`src/hdl/pb64_pkg.sv`:
```
// Shared types, constants and the symbol map of the prefixed base64 decoder.
`default_nettype none
package pb64_pkg;

  localparam logic [7:0] CHAR_COLON = 8'h3A;
  localparam logic [6:0] NO_SYMBOL = 7'd64;
  localparam logic signed [4:0] BIT_COUNT_RESET = -5'sd8;
  localparam int QUEUE_DEPTH_DEFAULT = 4;

  // One queued result group: an optional held colon, then the final result.
  typedef struct packed {
    logic       colon_first;
    logic       has_byte;
    logic [7:0] data;
    logic       msg_end;
  } pb64_entry_t;

  typedef struct packed {
    logic        valid;
    pb64_entry_t entry;
  } pb64_push_t;

  // Map a character to its base64 value, or NO_SYMBOL.
  function automatic logic [6:0] symbol_value(input logic [7:0] c);
    logic [7:0] d;
    if (c >= 8'h41 && c <= 8'h5A) begin
      d = c - 8'h41;
    end else if (c >= 8'h61 && c <= 8'h7A) begin
      d = c - 8'h47;
    end else if (c >= 8'h30 && c <= 8'h39) begin
      d = c + 8'h04;
    end else if (c == 8'h2B) begin
      d = 8'd62;
    end else if (c == 8'h2F) begin
      d = 8'd63;
    end else begin
      d = {1'b0, NO_SYMBOL};
    end
    return d[6:0];
  endfunction

endpackage
`default_nettype wire

```
`src/hdl/pb64_front.sv`:
```
// Front end: accepts characters, tracks prefix and decode state, emits result groups.
`default_nettype none
module pb64_front
  import pb64_pkg::*;
(
  input  wire logic       clk,
  input  wire logic       rst,
  input  wire logic       s_tvalid,
  output logic            s_tready,
  input  wire logic [7:0] s_tdata,   // [7:0] in_char
  input  wire logic       s_tlast,
  input  wire logic       q_full,
  output pb64_push_t      push
);

  localparam logic [2:0] MODE_START  = 3'd0;
  localparam logic [2:0] MODE_COLON  = 3'd1;
  localparam logic [2:0] MODE_PASS   = 3'd2;
  localparam logic [2:0] MODE_DECODE = 3'd3;
  localparam logic [2:0] MODE_HALTED = 3'd4;

  logic [2:0]        mode, mode_next;
  logic [11:0]       acc, acc_next;
  logic signed [4:0] cnt, cnt_next;
  logic              accept;
  logic              emit;
  pb64_entry_t       entry;
  logic [6:0]        sym;
  logic [11:0]       acc_shift;
  logic signed [4:0] cnt_add;
  logic [11:0]       shifted;

  assign s_tready = !q_full;
  assign accept   = s_tvalid && s_tready;

  // Shift in one symbol and locate the next byte
  assign sym       = symbol_value(s_tdata);
  assign acc_shift = {acc[5:0], sym[5:0]};
  assign cnt_add   = cnt + 5'sd6;
  assign shifted   = acc_shift >> cnt_add[2:0];

  // Classify the character against the current mode
  always_comb begin
    mode_next = mode;
    acc_next  = acc;
    cnt_next  = cnt;
    emit      = 1'b0;
    entry     = '0;
    unique case (mode)
      MODE_START: begin
        if (s_tdata == CHAR_COLON && !s_tlast) begin
          mode_next = MODE_COLON;
        end else begin
          emit           = 1'b1;
          entry.has_byte = 1'b1;
          entry.data     = s_tdata;
          entry.msg_end  = s_tlast;
          mode_next      = MODE_PASS;
        end
      end
      MODE_COLON: begin
        if (s_tdata == CHAR_COLON) begin
          mode_next = MODE_DECODE;
          if (s_tlast) begin
            emit          = 1'b1;
            entry.msg_end = 1'b1;
          end
        end else begin
          emit              = 1'b1;
          entry.colon_first = 1'b1;
          entry.has_byte    = 1'b1;
          entry.data        = s_tdata;
          entry.msg_end     = s_tlast;
          mode_next         = MODE_PASS;
        end
      end
      MODE_PASS: begin
        emit           = 1'b1;
        entry.has_byte = 1'b1;
        entry.data     = s_tdata;
        entry.msg_end  = s_tlast;
      end
      MODE_DECODE: begin
        if (sym[6]) begin
          mode_next = MODE_HALTED;
          if (s_tlast) begin
            emit          = 1'b1;
            entry.msg_end = 1'b1;
          end
        end else begin
          acc_next = acc_shift;
          cnt_next = cnt_add;
          if (!cnt_add[4]) begin
            cnt_next       = cnt_add - 5'sd8;
            emit           = 1'b1;
            entry.has_byte = 1'b1;
            entry.data     = shifted[7:0];
            entry.msg_end  = s_tlast;
          end else if (s_tlast) begin
            emit          = 1'b1;
            entry.msg_end = 1'b1;
          end
        end
      end
      default: begin
        mode_next = MODE_HALTED;
        if (s_tlast) begin
          emit          = 1'b1;
          entry.msg_end = 1'b1;
        end
      end
    endcase
    // Return to the start of a message after its last character
    if (s_tlast) begin
      mode_next = MODE_START;
      acc_next  = '0;
      cnt_next  = BIT_COUNT_RESET;
    end
  end

  assign push = '{valid: accept && emit, entry: entry};

  // Advance state on each accepted character
  always_ff @(posedge clk) begin
    if (rst) begin
      mode <= MODE_START;
      acc  <= '0;
      cnt  <= BIT_COUNT_RESET;
    end else if (accept) begin
      mode <= mode_next;
      acc  <= acc_next;
      cnt  <= cnt_next;
    end
  end

endmodule
`default_nettype wire

```
`src/hdl/pb64_queue.sv`:
```
// Small FIFO of result groups between the front and back ends.
`default_nettype none
module pb64_queue
  import pb64_pkg::*;
#(
  parameter int DEPTH = QUEUE_DEPTH_DEFAULT
) (
  input  wire logic        clk,
  input  wire logic        rst,
  input  wire pb64_push_t  push,
  input  wire logic        pop,
  output pb64_entry_t      head,
  output logic             full,
  output logic             empty
);

  localparam int PtrW = (DEPTH > 1) ? $clog2(DEPTH) : 1;
  localparam int CntW = $clog2(DEPTH + 1);
  localparam logic [PtrW-1:0] PtrLast = PtrW'(DEPTH - 1);
  localparam logic [CntW-1:0] CntFull = CntW'(DEPTH);

  pb64_entry_t     mem [DEPTH];
  logic [PtrW-1:0] wr_ptr, rd_ptr;
  logic [CntW-1:0] count;
  logic            do_push, do_pop;

  assign full    = (count == CntFull);
  assign empty   = (count == '0);
  assign do_push = push.valid && !full;
  assign do_pop  = pop && !empty;
  assign head    = mem[rd_ptr];

  // Store pushed groups
  always_ff @(posedge clk) begin
    if (do_push) begin
      mem[wr_ptr] <= push.entry;
    end
  end

  // Advance pointers and occupancy
  always_ff @(posedge clk) begin
    if (rst) begin
      wr_ptr <= '0;
      rd_ptr <= '0;
      count  <= '0;
    end else begin
      if (do_push) begin
        wr_ptr <= (wr_ptr == PtrLast) ? '0 : wr_ptr + 1'b1;
      end
      if (do_pop) begin
        rd_ptr <= (rd_ptr == PtrLast) ? '0 : rd_ptr + 1'b1;
      end
      if (do_push && !do_pop) begin
        count <= count + 1'b1;
      end else if (do_pop && !do_push) begin
        count <= count - 1'b1;
      end
    end
  end

endmodule
`default_nettype wire

```
`src/hdl/pb64_back.sv`:
```
// Back end: unpacks queued groups into single results on the output register.
`default_nettype none
module pb64_back
  import pb64_pkg::*;
(
  input  wire logic        clk,
  input  wire logic        rst,
  input  wire pb64_entry_t head,
  input  wire logic        q_empty,
  output logic             q_pop,
  output logic             m_tvalid,
  input  wire logic        m_tready,
  output logic [15:0]      m_tdata,   // [7:0] out_byte, [8] run_last, [15:9] zero
  output logic             m_tlast,
  output logic             m_tuser    // [0] has_byte
);

  logic       out_free;
  logic       load;
  logic       colon_now;
  logic       phase;
  logic [7:0] out_data;
  logic       out_run_last;

  assign out_free  = !m_tvalid || m_tready;
  assign load      = out_free && !q_empty;
  assign colon_now = head.colon_first && !phase;
  assign q_pop     = load && !colon_now;

  assign m_tdata = {7'b0, out_run_last, out_data};

  // Hold or refill the output register
  always_ff @(posedge clk) begin
    if (rst) begin
      m_tvalid <= 1'b0;
      phase    <= 1'b0;
    end else begin
      if (out_free) begin
        m_tvalid <= !q_empty;
      end
      if (load) begin
        phase <= colon_now;
      end
    end
  end

  // Drive the held colon first, then the group's own result
  always_ff @(posedge clk) begin
    if (load) begin
      if (colon_now) begin
        out_data     <= CHAR_COLON;
        m_tuser      <= 1'b1;
        out_run_last <= 1'b0;
        m_tlast      <= 1'b0;
      end else begin
        out_data     <= head.has_byte ? head.data : 8'h00;
        m_tuser      <= head.has_byte;
        out_run_last <= 1'b1;
        m_tlast      <= head.msg_end;
      end
    end
  end

endmodule
`default_nettype wire

```
`src/hdl/prefixed_base64_byte_decoder.sv`:
```
// Top level of the prefixed base64 byte decoder.
// Takes one character per cycle on the slave stream (tlast marks the last
// character of a message) and gives results on the master stream. A message
// that starts with "::" is base64-decoded after the prefix, anything else
// passes through byte for byte. The front end accepts a character every
// cycle while its group queue has room; the back end puts out one result per
// cycle unless the output stalls, so a character that releases a held colon
// along with itself gives two results, any other at most one. A result is
// registered in the queue and then the output register. Every message ends
// with a tlast result, byte or not (tuser says whether tdata carries one).
`default_nettype none
module prefixed_base64_byte_decoder
  import pb64_pkg::*;
#(
  parameter int QUEUE_DEPTH = QUEUE_DEPTH_DEFAULT
) (
  input  wire logic        clk,
  input  wire logic        rst,
  input  wire logic        s_tvalid,
  output logic             s_tready,
  input  wire logic [7:0]  s_tdata,   // [7:0] in_char
  input  wire logic        s_tlast,
  output logic             m_tvalid,
  input  wire logic        m_tready,
  output logic [15:0]      m_tdata,   // [7:0] out_byte, [8] run_last, [15:9] zero
  output logic             m_tlast,
  output logic             m_tuser    // [0] has_byte
);

  pb64_push_t  push;
  pb64_entry_t head;
  logic        q_full, q_empty, q_pop;

  pb64_front u_front (
    .clk      (clk),
    .rst      (rst),
    .s_tvalid (s_tvalid),
    .s_tready (s_tready),
    .s_tdata  (s_tdata),
    .s_tlast  (s_tlast),
    .q_full   (q_full),
    .push     (push)
  );

  pb64_queue #(
    .DEPTH (QUEUE_DEPTH)
  ) u_queue (
    .clk   (clk),
    .rst   (rst),
    .push  (push),
    .pop   (q_pop),
    .head  (head),
    .full  (q_full),
    .empty (q_empty)
  );

  pb64_back u_back (
    .clk      (clk),
    .rst      (rst),
    .head     (head),
    .q_empty  (q_empty),
    .q_pop    (q_pop),
    .m_tvalid (m_tvalid),
    .m_tready (m_tready),
    .m_tdata  (m_tdata),
    .m_tlast  (m_tlast),
    .m_tuser  (m_tuser)
  );

endmodule
`default_nettype wire

```
`config.mk`:
```
export PLATFORM = sky130hd
export DESIGN_NAME = prefixed_base64_byte_decoder
export DESIGN_NICKNAME = d
export VERILOG_FILES = /design/src/hdl/pb64_pkg.sv /design/src/hdl/pb64_front.sv /design/src/hdl/pb64_queue.sv /design/src/hdl/pb64_back.sv /design/src/hdl/prefixed_base64_byte_decoder.sv
export SDC_FILE = /design/constraint.sdc
export NUM_CORES = 1
export LEC_CHECK = 0
export BUFFER_PORTS_ARGS = -buffer_cell sky130_fd_sc_hd__buf_2
export CAP_MARGIN = 20
export CORE_UTILIZATION = 35
export DETAILED_ROUTE_END_ITERATION = 8
export GPL_TIMING_DRIVEN = 0
export SKIP_CTS_REPAIR_TIMING = 1
export SYNTH_ARGS = -nofsm -noshare
export SYNTH_HDL_FRONTEND = slang
export SYNTH_SLANG_ARGS = --single-unit
```
`constraint.sdc`:
```
create_clock -name clk -period 2.5 [get_ports clk]
set_input_delay 0 -clock clk [delete_from_list [all_inputs] [get_ports clk]]
set_output_delay 0 -clock clk [all_outputs]
set_load 0.05 [all_outputs]
```
==> key figures <==
Power
  – PD cells: 955 nW/µm²
  – Sw frac: between 30% and 40%
  – Int Pwr: about 3 mW
  – Clk pwr share: ~28%
  – Tot Pwr: 4.66 mW
  – Share of power burned in combinational logic: between 30 and 40%
  – Worst VDD drop: 0.304 mV
  – Seq pwr share: 39.2%
  – Net Switching: roughly 1.6 mW
  – Pleak: ~1.7 nW

STA
  – Fin. Hold Viols: 0
  – RSZ-0062 raised after global routing: true
  – Layout Skew: 0.00410 ns
  – Max-slew headroom at the worst pin: between 50 and 60%
  – Minimum clock period: 2.45 ns
  – Final Max Tran Viols: 0
  – Final period utilization: a little over nine tenths
  – Min Hold Slack: approximately 0.15 ns
  – Measured slew at the worst slew-check pin: ~0.64 ns
  – Max Clock Freq: slightly above 400 MHz
  – Finish-stage setup viols: 0

Global routing
  – Total gr overflow: 0
  – Antenna violations before repair: 0
  – Total GRT Usage: between 10 and 15%
  – First-pass GRT wire length: 13.9 mm
  – Vias in the first global route: between 2,000 and 3,000
  – Largest net degree at the start of global routing: 16

Synth
  – Synth area leader: edfxtp_1
  – Seq/Total Area, Yosys: ~50%
  – Average cell area after synthesis: approximately 11 µm²
  – Yosys warning count: 0
  – #FFs+latches synth: between 70 and 80
  – Top area cells in the synthesized netlist: edfxtp_1 (40%), dfxtp_1 (12%), mux4_2 (5.9%)
  – Cell Area, Synth: between 4000 and 5000 µm²
  – Unique masters post-synth: 60
  – Async SR Flop Fraction: 0%
  – Synthesized instance count: 365
  – Share of the synthesized area in the top cell type: about two fifths
  – Commonest cells post-synth: edfxtp_1 (55), nand2_1 (25), dfxtp_1 (24)
  – EDFF count, synth: 55
  – Primary FF master, synth: edfxtp_1
  – Most common cell in the synthesized netlist: edfxtp_1

Detailed routing
  – Routed Antenna Nets: 0
  – Via count: about 2,900
  – Wire per inst: 14.9 µm
  – DRT iter0 DRCs: approximately 270
  – Avg Vias per Cell: roughly 5.2
  – Routed wire length: roughly 8.3 mm
  – DRT Pass-1 Iters: 6
  – DR DRC count: 11

Finish
  – Multi-input combinational cell area: 1940 µm²
  – ANT cells: 0
  – Register area: approximately 2100 µm²
  – Share of layout cells above drive strength 1: 23.9%
  – Nets: 436
  – Post-layout utilization of the core: around 42%
  – Fill cell count: around 1,100
  – Area delta synth->final: 17.1%

Worst hold path
  – Worst Hold Class: in -> reg
  – WHS Endpoint: u_front.cnt[3]$_SDFFE_PP1P_
  – Hold path startpoint: rst
  – Hold Crit Depth: 3

Status
  – Status: complete, but fails checks
  – Failing checks: design-rule violations

Clock network
  – CTS tree: yes
  – Num CTS Buffers: 9
  – Clock slew at reported path FFs: about 0.060 ns
  – # H-tree levels: 3
  – Root Driver: clkbuf_16
  – Clock Sinks: about 80
  – Later-pin clock latency in the skew report: 0.33 ns
  – Clk buf depth: 2

Setup path
  – Crit path launch type: input pin
  – RR Startpoint: u_front.cnt[1]$_SDFFE_PP0P_
  – Crit Path Category: in -> reg
  – Critical path arrival: 2.70 ns
  – FF-to-FF path depth: 11
  – Reg2Reg Setup Slack: around 0.090 ns
  – Crit-path max FO: 7
  – Worst setup EP type: flip-flop
  – Crit path from: s_tdata[2]
  – Crit path required time: roughly 2.8 ns
  – Worst R2R End: u_queue.count[2]$_SDFFE_PP0P_

Floorplan
  – Die area: approximately 12,000 µm²
  – Area of the core: ~12,000 µm²
  – Die X-Extent: about 110 µm
  – Initial core utilization: roughly 36%
  – Num ports: 33
  – Num rows: 39
  – Die height: 111 µm

Place
  – Port Buf Inserts: 24
  – Global placer's final weighted congestion: just under 0.9
  – HPWL after DPL: approximately 6.0 mm

Flow run
  – Max cap viols: 0
state kept, by name (all words and copies together), names as in the netlist, named ones only:
| register | cells |
|---|---|
| u_back.phase | 1 |
| u_back.m_tvalid | 1 |
| u_queue.count | 3 |
| u_queue.rd_ptr | 2 |
| u_back.out_run_last | 1 |
| u_back.m_tlast | 1 |
| u_front.acc | 6 |
| u_back.m_tuser | 1 |
| u_front.cnt | 4 |
| u_queue.mem | 44 |
| u_front.mode | 3 |
| u_queue.wr_ptr | 2 |
| u_back.out_data | 8 |
power groups by stage:
stage | registers [mW] | clock network (mW) | logic, mW
2_1_floorplan | 2.15 | 0 | 0.894
3_3_place_gp | 1.84 | 0 | 1.50
3_5_place_dp | 1.85 | 0 | 1.52
4_1_cts | 1.82 | 1.31 | 1.52
5_1_grt | 1.86 | 1.37 | 1.70
6_report | 1.83 | 1.28 | 1.55
worst max-delay path by stage:
stage | end | slack [ns] | depth (start not counted)
5_1_grt | u_queue.count[2]$_SDFFE_PP0P_ | -0.05 | 14
4_1_cts | u_queue.count[2]$_SDFFE_PP0P_ | -0.28 | 10
3_3_place_gp | u_queue.count[2]$_SDFFE_PP0P_ | -0.45 | 14
6_report | u_queue.count[2]$_SDFFE_PP0P_ | 0.05 | 14
2_1_floorplan | u_queue.count[2]$_SDFFE_PP0P_ | 0.01 | 11
3_5_place_dp | u_queue.count[2]$_SDFFE_PP0P_ | -0.47 | 14
worst max-delay path, cell delays in order:
cell and delay [ns]:
buf_2 0.18, inv_1 0.13, ha_2 0.25, nor3b_1 0.16, o22ai_2 0.24, a22o_2 0.26, a21o_1 0.14, buf_6 0.13
ha_4 0.14, inv_1 0.05, fa_1 0.42, xor2_1 0.16, or3_1 0.31, a21oi_1 0.14
per-layer routing:
layer	vias up	GRT usage [%]	share of wire, %
li1	1429	-	-
met1	1382	18.3	46
met2	78	24.0	49
met3	8	2.95	4.3
met4	0	4.77	0.92
met5	-	0	0
placed cells by master (no fill, tap or decap), types with 5 or more instances in the layout:
cell type / count
buf_2: 25
conb_1: 7
xnor2_1: 6
nor2_1: 21
inv_1: 17
clkbuf_1: 9
nor2b_1: 6
nand2b_1: 7
ha_1: 14
edfxtp_1: 55
o211ai_1: 5
dfxtp_1: 20
and2_1: 8
nand4_1: 7
buf_4: 8
mux4_2: 11
o21ai_0: 19
nand2_1: 23
nand3_1: 13
clkbuf_16: 10
mux2i_1: 10
a21oi_1: 18
final cells by class:
cell class | count | area share, %
plain buffers | 21 | 2.44
repair buffers | 25 | 2.67
multi-input cells | 249 | 39.7
clock inverters | 5 | 0.769
flip-flops and latches | 79 | 43.8
clock buffers | 11 | 5.41
well taps | 143 | 3.67
inverters | 20 | 1.54
stage by stage:
stage                     TNS, ns  cell area (µm²)  instances  setup slack [ns]
after floorplan                 0             4200        371            0.0120
after global placement      -4.05             4490        538            -0.454
after detailed placement    -4.05             4490        538            -0.468
after CTS                  -0.936             4800        554            -0.276
after global routing      -0.0489             4880        553           -0.0489
final                           0             4880        553            0.0545
cell families after synthesis:
logic type	Yosys count	share of synthesized area, %
buffers and inverters	43	4.80
flip-flops	79	51.2
multiplexers	25	9.43
AND/OR/NAND/NOR	110	14.1
other	1	0.0900
XOR/XNOR	9	1.89
adder cells (fa/ha/maj)	18	5.59
AO/OA/AOI/OAI	80	12.9
No activity file was read; power rests on OpenSTA's default activity.
